## src/sv/assert_macros.svh

```systemverilog
// assertion macros used by the top-level rtl file
`ifndef ASSERT_MACROS_SVH
`define ASSERT_MACROS_SVH

`ifndef ASSERT_OFF

`define ASSERT_RST(label, clk, rst_n, prop, msg) \
  label: assert property (@(posedge clk) disable iff (!rst_n) prop) else $error(msg);

`define ASSERT_ALWAYS(label, clk, prop, msg) \
  label: assert property (@(posedge clk) prop) else $error(msg);

`else

`define ASSERT_RST(label, clk, rst_n, prop, msg)

`define ASSERT_ALWAYS(label, clk, prop, msg)

`endif

`endif

```

## src/sv/rled_pkg.sv

```systemverilog
// shared types and constants of the rle palette image decoder
package rled_pkg;

  localparam int unsigned PALETTE_ENTRIES_DEF  = 256;
  localparam int unsigned PIXEL_COUNT_BITS_DEF = 21;
  localparam int unsigned PIXEL_CFG_W          = 20;
  localparam int unsigned COLOR_W              = 24;
  localparam int unsigned BYTE_W               = 8;

  localparam logic [PIXEL_CFG_W-1:0] PIXEL_COUNT_RST = 20'd1;
  localparam logic [BYTE_W-1:0]      LITERAL_BIAS    = 8'd127;
  localparam logic [BYTE_W-1:0]      REPEAT_BIAS     = 8'd1;

  typedef enum logic {
    CMD_PALETTE = 1'b0,
    CMD_BYTE    = 1'b1
  } cmd_e;

  typedef enum logic [1:0] {
    PH_HEADER  = 2'd0,
    PH_REPEAT  = 2'd1,
    PH_LITERAL = 2'd2
  } phase_e;

  typedef enum logic [1:0] {
    ST_OK       = 2'd0,
    ST_MISMATCH = 2'd1,
    ST_CUT      = 2'd2
  } status_e;

  // per-result info travelling alongside the palette read
  typedef struct packed {
    logic [BYTE_W-1:0] run;
    logic              eoi;
    status_e           status;
    logic              zero_color;
  } meta_t;

endpackage

```

## src/sv/rled_ctrl.sv

```systemverilog
// packet decoder: phase, run and literal counters, pixel count and end status
module rled_ctrl #(
  parameter int unsigned PIXEL_COUNT_BITS = rled_pkg::PIXEL_COUNT_BITS_DEF
) (
  input  logic                clk_i,
  input  logic                rst_ni,
  input  logic                cfg_we_i,
  input  logic [19:0]         cfg_pixel_count_i,
  input  logic                step_i,
  input  logic [7:0]          byte_value_i,
  input  logic                last_byte_i,
  output logic                emit_o,
  output rled_pkg::meta_t     meta_o
);
  import rled_pkg::*;

  localparam int unsigned PCB   = PIXEL_COUNT_BITS;
  localparam int unsigned CMP_W = (PCB > PIXEL_CFG_W) ? PCB : PIXEL_CFG_W;

  phase_e                 phase_q, phase_d;
  logic [BYTE_W-1:0]      lit_q, lit_d;
  logic [BYTE_W-1:0]      rep_q, rep_d;
  logic [PCB-1:0]         seen_q, seen_d;
  logic [PIXEL_CFG_W-1:0] pixel_count_q;

  phase_e            phase_n;
  logic [BYTE_W-1:0] lit_n, rep_n, run;
  logic              hdr;
  logic [PCB:0]      sum;
  logic [PCB-1:0]    seen_n;

  always_ff @(posedge clk_i or negedge rst_ni) begin
    if (!rst_ni) begin
      pixel_count_q <= PIXEL_COUNT_RST;
    end else if (cfg_we_i) begin
      pixel_count_q <= cfg_pixel_count_i;
    end
  end

  always_comb begin
    phase_n = PH_HEADER;
    lit_n   = lit_q;
    rep_n   = rep_q;
    run     = '0;
    hdr     = 1'b0;
    case (phase_q)
      PH_REPEAT: begin
        run   = rep_q;
        rep_n = '0;
      end
      PH_LITERAL: begin
        run   = 8'd1;
        lit_n = (lit_q != '0) ? lit_q - 8'd1 : '0;
        if (lit_n != '0) begin
          phase_n = PH_LITERAL;
        end
      end
      default: begin
        hdr = 1'b1;
        if (!byte_value_i[7]) begin
          rep_n   = byte_value_i + REPEAT_BIAS;
          phase_n = PH_REPEAT;
        end else begin
          lit_n   = byte_value_i - LITERAL_BIAS;
          phase_n = PH_LITERAL;
        end
      end
    endcase

    // saturating pixel count
    sum    = {1'b0, seen_q} + (PCB+1)'(run);
    seen_n = sum[PCB] ? '1 : sum[PCB-1:0];

    emit_o            = !hdr || last_byte_i;
    meta_o.run        = run;
    meta_o.eoi        = last_byte_i;
    meta_o.zero_color = hdr;
    if (!last_byte_i) begin
      meta_o.status = ST_OK;
    end else if (hdr || phase_n != PH_HEADER) begin
      meta_o.status = ST_CUT;
    end else if (CMP_W'(seen_n) != CMP_W'(pixel_count_q)) begin
      meta_o.status = ST_MISMATCH;
    end else begin
      meta_o.status = ST_OK;
    end

    phase_d = phase_q;
    lit_d   = lit_q;
    rep_d   = rep_q;
    seen_d  = seen_q;
    if (step_i) begin
      if (last_byte_i) begin
        phase_d = PH_HEADER;
        lit_d   = '0;
        rep_d   = '0;
        seen_d  = '0;
      end else begin
        phase_d = phase_n;
        lit_d   = lit_n;
        rep_d   = rep_n;
        seen_d  = seen_n;
      end
    end
  end

  always_ff @(posedge clk_i or negedge rst_ni) begin
    if (!rst_ni) begin
      phase_q <= PH_HEADER;
      lit_q   <= '0;
      rep_q   <= '0;
      seen_q  <= '0;
    end else begin
      phase_q <= phase_d;
      lit_q   <= lit_d;
      rep_q   <= rep_d;
      seen_q  <= seen_d;
    end
  end

endmodule

```

## config.mk

```make
export PLATFORM = sky130hd
export DESIGN_NAME = rled_ctrl
export DESIGN_NICKNAME = d
export VERILOG_FILES = /design/src/sv/assert_macros.svh /design/src/sv/rled_pkg.sv /design/src/sv/rled_ctrl.sv
export SDC_FILE = /design/constraint.sdc
export NUM_CORES = 1
export LEC_CHECK = 0
export CAP_MARGIN = 20
export CORE_MARGIN = 10
export CORE_UTILIZATION = 50
export CTS_BUF_LIST = sky130_fd_sc_hd__clkbuf_8 sky130_fd_sc_hd__clkbuf_16
export DETAILED_ROUTE_END_ITERATION = 6
export DONT_BUFFER_PORTS = 1
export PLACE_DENSITY = 0.69
export RECOVER_POWER = 100
export REMOVE_ABC_BUFFERS = 1
export SLEW_MARGIN = 20
export SYNTH_ARGS = -nofsm -noshare
export SYNTH_HDL_FRONTEND = slang
export SYNTH_SLANG_ARGS = --single-unit
```

## constraint.sdc

```tcl
create_clock -name clk_i -period 3.5 [get_ports clk_i]
set_input_delay 0.35 -clock clk_i [delete_from_list [all_inputs] [get_ports clk_i]]
set_output_delay 0.35 -clock clk_i [all_outputs]
set_load 0.02 [all_outputs]
```

==> impl_results.md, run 1 <==
- Pin count of the biggest net entering global routing: 60
- Synth area leaders: dfrtp_1, mux2_2, ha_1, xnor2_1, a21oi_1
- Yosys warnings: 0
- Clock Tree Root: clkbuf_8
- Fin Setup TNS: -0.524 ns
- Cell taking the most area after synthesis: dfrtp_1
- CP required: 3.15 ns
- WL/cell: 18.5 um
- Longest Clk Path Bufs: 2
- Static leakage: 0.00218 uW
- Top sig layer: met4
- Syn avg cell area: 9.30 um2
- Peak VDD IR: 0.000315 V
- Placement Rows: 32
- Pint: 1290 uW
- Initial DRC Count: 195
- Clock sink total: 59
- Flop pwr share: 42.2%
- Via count: 3667
- Critical path capture point type: output pin
- CP Max Fanout: 6
- DR vias/cell: 6.10
- Clock Latency Late Sink: 0.35 ns
- Number of enable flip-flop cells after synthesis: 0
- Gr ovfl total: 0
- Setup ws final: -0.524 ns
- Sw Share: 31.8%
- Register area share after synthesis: 36.5%
- Residual DRC: 0
- Starting Density: 51.9%
- Slew margin rel.: 0.161%
- Multi-input gate area: 2440 um2
- Total wire length: 11100 um
- Commonest cells post-synth: dfrtp_1, nand2_1, a21oi_1
- Post-route ant nets: 0
- Final number of setup-violating endpoints: 1
- Synth cell types: 71
- Maxcap violations: 1
- FMAX: 248 MHz
- Synth-to-layout area growth: 18.5%
- Router iterations before antenna repair: 5
- RSZ-0062 raised after global routing: yes
- DP HPWL: 8100 um
- Register area: 1480 um2
- Ys flop type: dfrtp_1
- Post-layout min period: 4.02 ns
- Status: finished with violations
- # fillers: 686
- Area of the core: 7810 um2
- Slew @ Worst Pin: 1.50 ns
- H-tree depth: 3
- Met1 Wirelength: 5030 um
- Clock Power Share: 32.5%
- Slew Viols, Final: 0
- Final Hold Fails: 0
- PortBufs: 0
- Final Util: 61.5%
- Hold Path Cell Cnt: 1
- Cell area after layout: 4800 um2
- GRT Total Usage: 19.0%
- FFs w/ async S/R, synth: 100%
- Routed wl met2: 4960 um
- TritonCTS clock tree: built
- I/O pin total: 46
- Placed Area: 4510 um2
- CTS buffer count: 9
- Psw: 603 uW
- Top-count cell post-synth: dfrtp_1
- Met3 wire length: 976 um
- Die ar.: 12100 um2
- Layout cells sized above 1: 26.7%
- Critical path class: reg -> out
- Pwr Density: 394 nW/um2
- Initial antenna violation count: 0
- Placer Congestion: 0.912
- Clk slew on worst S/H paths: 0.07 ns
- Final critical-path share of the clock period: 115%
- Hold Path Class: in -> reg
- FF-to-FF path depth: 15
- ANT cells: 0
- Top-area cell type share of the netlist area: 35.8%
- First-pass GRT wire length: 18100 um
- Total Nets Final: 541
- Post-synthesis instance total: 436
- Synthesized area: 4050 um2
- #FFs+latches synth: 59
- Final total power: 1890 uW
- Gate power share: 25.3%
- Clk_skew: 0.00779 ns
- Die extent in y: 110 um
- Setup crit start kind: register
- Failing checks: capacitance limit, setup timing
- Die Wd: 110 um
- CP arrival: 3.67 ns
- Number of global-route vias before repair: 3553
-- through the flow --
| step | worst slack, ns | hold slack, ns | instances |
|---|---|---|---|
| global placement | -0.222 | 0.0576 | 578 |
| CTS | -0.541 | 0.0723 | 601 |
| finish | -0.524 | 0.0831 | 601 |
| global route | -0.681 | 0.0696 | 601 |
| floorplan | -0.393 | 0.0544 | 417 |
| detailed placement | -0.350 | 0.0576 | 578 |
-- layout by cell type (no fill, tap or decap), drive strengths merged, types with 8 or more instances in the layout --
cell	instances
nor3	11
and2	13
o211ai	8
mux2	22
a211oi	9
buf	64
xor2	10
inv	22
o21ai	31
ha	13
dfrtp	58
nor4	8
xnor2	18
clkbuf	11
nand4	11
a21oi	30
nor2	23
nand2	35
mux2i	8
nand3	17
-- state kept, by name, indices dropped and copies added, names as in the netlist --
name and count:
lit_q 8, rep_q 8, phase_q 2, pixel_count_q 20, seen_q 21
-- layout make-up --
| cell class | instances | area share (%) |
|---|---|---|
| Clock inverter | 6 | 1.04 |
| Tap cell | 102 | 2.66 |
| Clock buffer | 10 | 2.87 |
| Sequential cell | 59 | 30.8 |
| Inverter | 19 | 1.49 |
| Multi-Input combinational cell | 339 | 50.8 |
| Timing Repair Buffer | 66 | 10.4 |
-- routing by layer --
metal | GRT usage, % | vias to the layer above
li1 | - | 1728
met1 | 25.4 | 1788
met2 | 27.8 | 139
met3 | 6.62 | 12
met4 | 6.78 | 0
met5 | 0 | -
-- worst paths after layout --
path                       startpoint          to  slack (ns)
setup / recovery           phase_q[1]   meta_o[1]       -0.52
hold / removal                 step_i   seen_q[9]        0.08
setup reg to reg           phase_q[1]  seen_q[14]        0.56
hold reg to reg              rep_q[3]    rep_q[3]        0.47
max in group asynchronous      rst_ni    lit_q[6]        1.69
min in group asynchronous      rst_ni   seen_q[6]        0.91
-- power groups by stage --
stage / sequential, uW / clock (uW) / combinational [uW]
CTS: 798 / 629 / 475
finish: 800 / 615 / 479
floorplan: 790 / 0 / 335
global placement: 806 / 0 / 435
detailed placement: 809 / 0 / 448
global route: 807 / 663 / 530
-- cell families after synthesis --
logic type / share of synthesized area, %
AOI/OAI and AO/OA: 22.0
DFF: 36.5
buffers and inverters: 4.63
adders and majority gates: 4.51
and+or+nand+nor: 18.3
xor gates and xnor gates: 6.05
muxes: 8.09
-- worst max-delay path, cell delays in order, from the launching register on --
cell and delay (ns):
dfrtp_1 0.36, inv_1 0.06, ha_2 0.18, a21oi_2 0.15, nor2_2 0.06, ha_2 0.18, fa_2 0.37, a211o_1 0.34
a211oi_4 0.22, buf_6 0.16, nor3_1 0.07, xnor2_1 0.16, buf_4 0.14, a222oi_1 0.32, a31oi_1 0.11, o311a_4 0.44
-- what timing repair did --
item | CTS | global route
cloned | 0 | 0
setup buffers | 5 | 0
hold buffers | 2 | 0
gates resized for setup | 12 | 3
endpoints found under the hold margin | 59 | 0
setup endpoints to repair | 1 | 1
pin swaps | 11 | 1
Power figures use the tool's default switching activity.
==> run 2: changes to the inputs <==
CAP_MARGIN = default   (was 20)
CORE_UTILIZATION = 58   (was 50)
PLACE_DENSITY = 0.77   (was 0.69)
==> impl_results.md, run 2 (synthesis results as in run 1) <==
- Longest Clk Path Bufs: 2
- CP Max Fanout: 7
- Cell area after layout: 4890 um2
- Peak VDD IR: 0.000441 V
- Critical path class: reg -> out
- GRT Total Usage: 21.2%
- Maxcap violations: 1
- First-pass GRT wire length: 19000 um
- Max reg flops: 21
- Final Hold Fails: 0
- Synth-to-layout area growth: 20.6%
- Slew @ Worst Pin: 3.08 ns
- Post-layout min period: 4.03 ns
- Worst hold endpoint: seen_q[9]
- Placement Rows: 30
- Router iterations before antenna repair: 5
- Most common cell after layout, fill and taps aside: dfrtp_1
- Setup slack, reg-to-reg: 0.50 ns
- RSZ-0062 raised after global routing: yes
- Pin count of the biggest net entering global routing: 60
- CTS buffer count: 9
- I/O pin total: 46
- Total wire length: 11500 um
- DP HPWL: 8130 um
- Post-route ant nets: 0
- Hold Path Class: in -> reg
- Slew Viols, Final: 60
- Clk slew on worst S/H paths: 0.07 ns
- FF-to-FF path depth: 13
- Status: finished with violations
- H-tree depth: 3
- Failing checks: capacitance limit, slew limit, setup timing
- Final critical-path share of the clock period: 115%
- Clock Tree Root: clkbuf_8
- Gr ovfl total: 0
- Number of global-route vias before repair: 3703
- Die ar.: 10700 um2
- Cell repeated most along the worst path: ha_2
- Critical-path cell list: inv_2 -> ha_2 -> nor2_1 -> ha_2 -> fa_2 -> a211o_4 -> a211oi_4 -> buf_6 -> nor3_1 -> xnor2_1 -> o21ai_1 -> nor4_2 -> o211ai_1 -> o311a_4
- Worst setup startpoint: phase_q[0]
- Commonest cells after routing, fill and taps aside: dfrtp_1, buf_4, nand2_1
- Setup ws final: -0.525 ns
- DR vias/cell: 6.36
- Clk_skew: 0.00878 ns
- Total Nets Final: 540
- Critical path capture point type: output pin
- TritonCTS clock tree: built
- WL/cell: 19.4 um
- Final number of setup-violating endpoints: 1
- Residual DRC: 0
- Clock Latency Late Sink: 0.35 ns
- Starting Density: 59.7%
- Die extent in y: 104 um
- Placer Congestion: 0.969
- PortBufs: 0
- RR Endpoint: seen_q[14]
- Clock sink total: 59
- HP Start: step_i
- Worst R2R Start: phase_q[0]
- Largest regs: seen_q: 21 flops, pixel_count_q: 20 flops
- Area of the core: 6790 um2
- Slowest CP cell: o311a_4
- Placed Area: 4490 um2
- Initial DRC Count: 511
- FMAX: 248 MHz
- Setup crit start kind: register
- Slowest Stage Delay on Critical Path: 0.42 ns
- Static leakage: 0.00216 uW
- ANT cells: 0
- Hold Path Cell Cnt: 1
- Pwr Density: 425 nW/um2
- Initial antenna violation count: 0
- CP arrival: 3.68 ns
- Layout cells sized above 1: 27.4%
- Place WS: -0.296 ns
- Slew margin rel.: -106%
- # fillers: 515
- Die Wd: 104 um
- CP required: 3.15 ns
- Via count: 3772
- Biggest register: seen_q
[run 2: changes by cell type in the layout (fill, tap and decap cells not counted), moves of 4 or more]
cell and delta:
clkbuf_1 +5, inv_1 -6, buf_4 -7, and2_1 -4, and2_0 +4
[run 2: worst max-delay path: cells and delay by family, from the launching register on]
family	cells	cell delay (ns)
AO/OA/AOI/OAI	5	1.25
XOR/XNOR	1	0.22
adder cells (fa/ha/maj)	3	0.86
buffers and inverters	2	0.20
flip-flops	1	0.37
AND/OR/NAND/NOR	3	0.41
[run 2: area by class of cell]
type	count	area, um2	share of cell area (%)
multi-input cells	339	2490	51.0
flip-flops and latches	59	1480	30.2
repair buffers	65	475	9.73
well taps	96	120	2.46
clock inverters	4	97.6	2.00
clock buffers	11	151	3.10
inverters	19	71.3	1.46
[run 2: how the worst max path moves through the flow]
stage                     end  slack (ns)  cells after the start
global route        meta_o[1]       -0.65                     16
global placement    meta_o[1]       -0.21                     13
floorplan           meta_o[1]       -0.39                     14
detailed placement  meta_o[1]       -0.30                     14
finish              meta_o[1]       -0.53                     14
CTS                 meta_o[1]       -0.52                     15
[run 2: layer usage]
metal | GRT usage (%) | up-vias | part of all wire, %
met5 | 0 | - | 0
met4 | 8.27 | 0 | 2.3
met3 | 5.58 | 27 | 10
met2 | 32.4 | 177 | 46
met1 | 28.0 | 1831 | 42
li1 | - | 1737 | -
[run 2: timing repair]
action / CTS / global route
hold endpoints to repair: 59 / 0
setup endpoints to repair: 1 / 1
pin swaps: 12 / 12
resized for setup: 15 / 11
hold buffers: 2 / 0
setup buffers: 5 / 0
[run 2: report_power, final]
part,internal (uW),switching [uW],total [uW]
logic,214,266,479
clock network,508,286,794
registers,739,63.2,802
[run 2: metrics by stage]
stage / setup TNS [ns] / hold slack, ns / instances / util [%] / total power (uW)
after floorplan: -0.393 / 0.0544 / 417 / - / 1130
after global placement: -0.211 / 0.0573 / 571 / 66.1 / 1250
after detailed placement: -0.296 / 0.0570 / 571 / 66.1 / 1260
after CTS: -0.518 / 0.0771 / 593 / 71.8 / 2070
after global routing: -28.82 / 0.0736 / 593 / 71.9 / 2180
final: -0.525 / 0.0840 / 593 / 71.9 / 2080
==> run 3: changes to the inputs <==
MAX_ROUTING_LAYER = met4   (was default)
==> impl_results.md, run 3 (synthesis results as in run 1) <==
- Sw Share: 31.0%
- Critical path capture point type: output pin
- CP arrival: 3.75 ns
- Status: finished with violations
- I/O pin total: 46
- Placement Rows: 30
- Router iterations before antenna repair: 7
- Via count: 3746
- Final Util: 71.5%
- CP required: 3.15 ns
- Setup ws final: -0.604 ns
- Peak VDD IR: 0.000429 V
- Total wire length: 11200 um
- Flop pwr share: 40.4%
- WL/cell: 18.9 um
- Area of the core: 6790 um2
- CP delay by family, top: compound AO/OA/AOI/OAI gates
- CP Max Fanout: 7
- Final Hold Fails: 0
- Hold Path Class: in -> reg
- RR Endpoint: seen_q[18]
- Die Wd: 104 um
- Worst R2R Start: phase_q[0]
- Starting Density: 59.7%
- Initial DRC Count: 277
- CP Capture Point: meta_o[1]
- CP Depth: 14
- Placed Area: 4500 um2
- Slowest Stage Delay on Critical Path: 0.41 ns
- Gr ovfl total: 0
- Cell area after layout: 4860 um2
- Maxcap violations: 0
- Pwr Density: 408 nW/um2
- Setup slack, reg-to-reg: 0.41 ns
- Post-route ant nets: 0
- Clock sink total: 59
- Cell repeated most along the worst path: buf_4
- Slew margin rel.: 3.13%
- Longest Clk Path Bufs: 2
- Number of global-route vias before repair: 3600
- DR vias/cell: 6.34
- H-tree depth: 3
- Layout cells sized above 1: 28.1%
- Clock Latency Late Sink: 0.35 ns
- Psw: 614 uW
- Gate power share: 24.2%
- Clk slew on worst S/H paths: 0.08 ns
- Commonest cells after routing, fill and taps aside: dfrtp_1, buf_4, nand2_1
- GRT met1 Usage: 26.8%
- FMAX: 244 MHz
- Pint: 1370 uW
- Pin count of the biggest net entering global routing: 60
- GR Util met2: 30.0%
- DP HPWL: 8080 um
- Final number of setup-violating endpoints: 1
- Post-layout min period: 4.10 ns
- ANT cells: 0
- Synth-to-layout area growth: 19.9%
- Largest regs: seen_q: 21 flops, pixel_count_q: 20 flops
- Die ar.: 10700 um2
- Slew Viols, Final: 0
- First-pass GRT wire length: 18100 um
- FF-to-FF path depth: 14
- Met3 GRT Util: 6.69%
- Total Nets Final: 538
- CTS buffer count: 9
- Slew @ Worst Pin: 1.45 ns
- GRT Total Usage: 20.8%
- Die extent in y: 104 um
- # fillers: 515
- Clock Tree Root: clkbuf_8
- TritonCTS clock tree: built
- Critical-path cell list: ha_2 -> buf_4 -> buf_4 -> and2_1 -> ha_1 -> o211ai_1 -> o211ai_2 -> buf_4 -> nand3_1 -> a311oi_2 -> o21ai_0 -> a211oi_2 -> nand4_1 -> o311a_4
- WP buf/inv: 3
- PortBufs: 0
- Static leakage: 0.00216 uW
- Critical path class: reg -> out
- Failing checks: setup timing
- Clk_skew: 0.0137 ns
- RSZ-0062 raised after global routing: yes
- Biggest register: seen_q
- Final critical-path share of the clock period: 117%
- Slowest CP cell: o311a_4
- GRT busiest layer: met2
- Worst setup startpoint: phase_q[0]
- Residual DRC: 0
- Initial antenna violation count: 0
- Clock Power Share: 35.5%
- Fin Setup TNS: -0.604 ns
- Max reg flops: 21
- Setup crit start kind: register
- Placer Congestion: 0.989
- Final total power: 1980 uW
[run 3: changes by cell type in the layout (fill, tap and decap cells not counted), sizes merged]
| cell | before | now |
|---|---|---|
| clkbuf | 18 | 13 |
| buf | 57 | 59 |
| clkinv | 1 | 3 |
| bufinv | 3 | 2 |
[run 3: worst min-delay path by stage]
| stage | from | endpoint | slack (ns) | depth (start not counted) |
|---|---|---|---|---|
| after floorplan | rst_ni | lit_q[0] | 0.05 | 0 |
| after global placement | rst_ni | seen_q[5] | 0.06 | 0 |
| after detailed placement | rst_ni | seen_q[5] | 0.06 | 0 |
| after CTS | step_i | seen_q[17] | 0.07 | 1 |
| after global routing | step_i | seen_q[17] | 0.07 | 1 |
| final | step_i | seen_q[17] | 0.07 | 1 |
[run 3: what timing repair did]
action | in CTS | in global routing
setup endpoints to repair | 1 | 1
hold buffers | 2 | 0
hold endpoints to repair | 59 | 0
setup buffers | 1 | 1
resized for setup | 10 | 15
pin swaps | 11 | 13
[run 3: cell type report]
type	instances	area (um2)	share of cell area (%)
sequential	59	1480	30.4
timing repair buffer	63	469	9.65
multi-input combinational	339	2510	51.6
tap	96	120	2.47
clock inverter	5	77.6	1.60
clock buffer	10	138	2.83
inverter	19	71.3	1.47
[run 3: through the flow]
stage,worst slack [ns],hold WS (ns),cells
6_report,-0.604,0.0722,591
5_1_grt,-0.724,0.0686,591
4_1_cts,-0.540,0.0656,590
3_5_place_dp,-0.306,0.0566,572
3_3_place_gp,-0.213,0.0572,572
2_1_floorplan,-0.393,0.0544,417
[run 3: power groups by stage]
stage	Sequential (uW)	Clock, uW	Combinational, uW
4_1_cts	798	711	477
2_1_floorplan	790	0	335
5_1_grt	809	741	529
6_report	800	703	479
3_3_place_gp	806	0	441
3_5_place_dp	809	0	452
[run 3: worst reg2reg max path, stage by stage (launching register included)]
cell      delay [ns]
dfrtp_1         0.38
inv_2           0.05
ha_2            0.33
nor2_1          0.06
ha_2            0.21
fa_2            0.41
a211o_4         0.38
a211oi_4        0.25
buf_6           0.17
buf_4           0.12
nor2_1          0.06
buf_4           0.19
nand3_1         0.13
o21ai_0         0.09
a21oi_1         0.19
[run 3: layer usage]
| layer | up-vias | share of wire [%] |
|---|---|---|
| met1 | 1816 | 44 |
| met3 | 15 | 9.4 |
| met4 | 0 | 1.4 |
| met2 | 187 | 45 |
| met5 | - | 0 |
| li1 | 1728 | - |
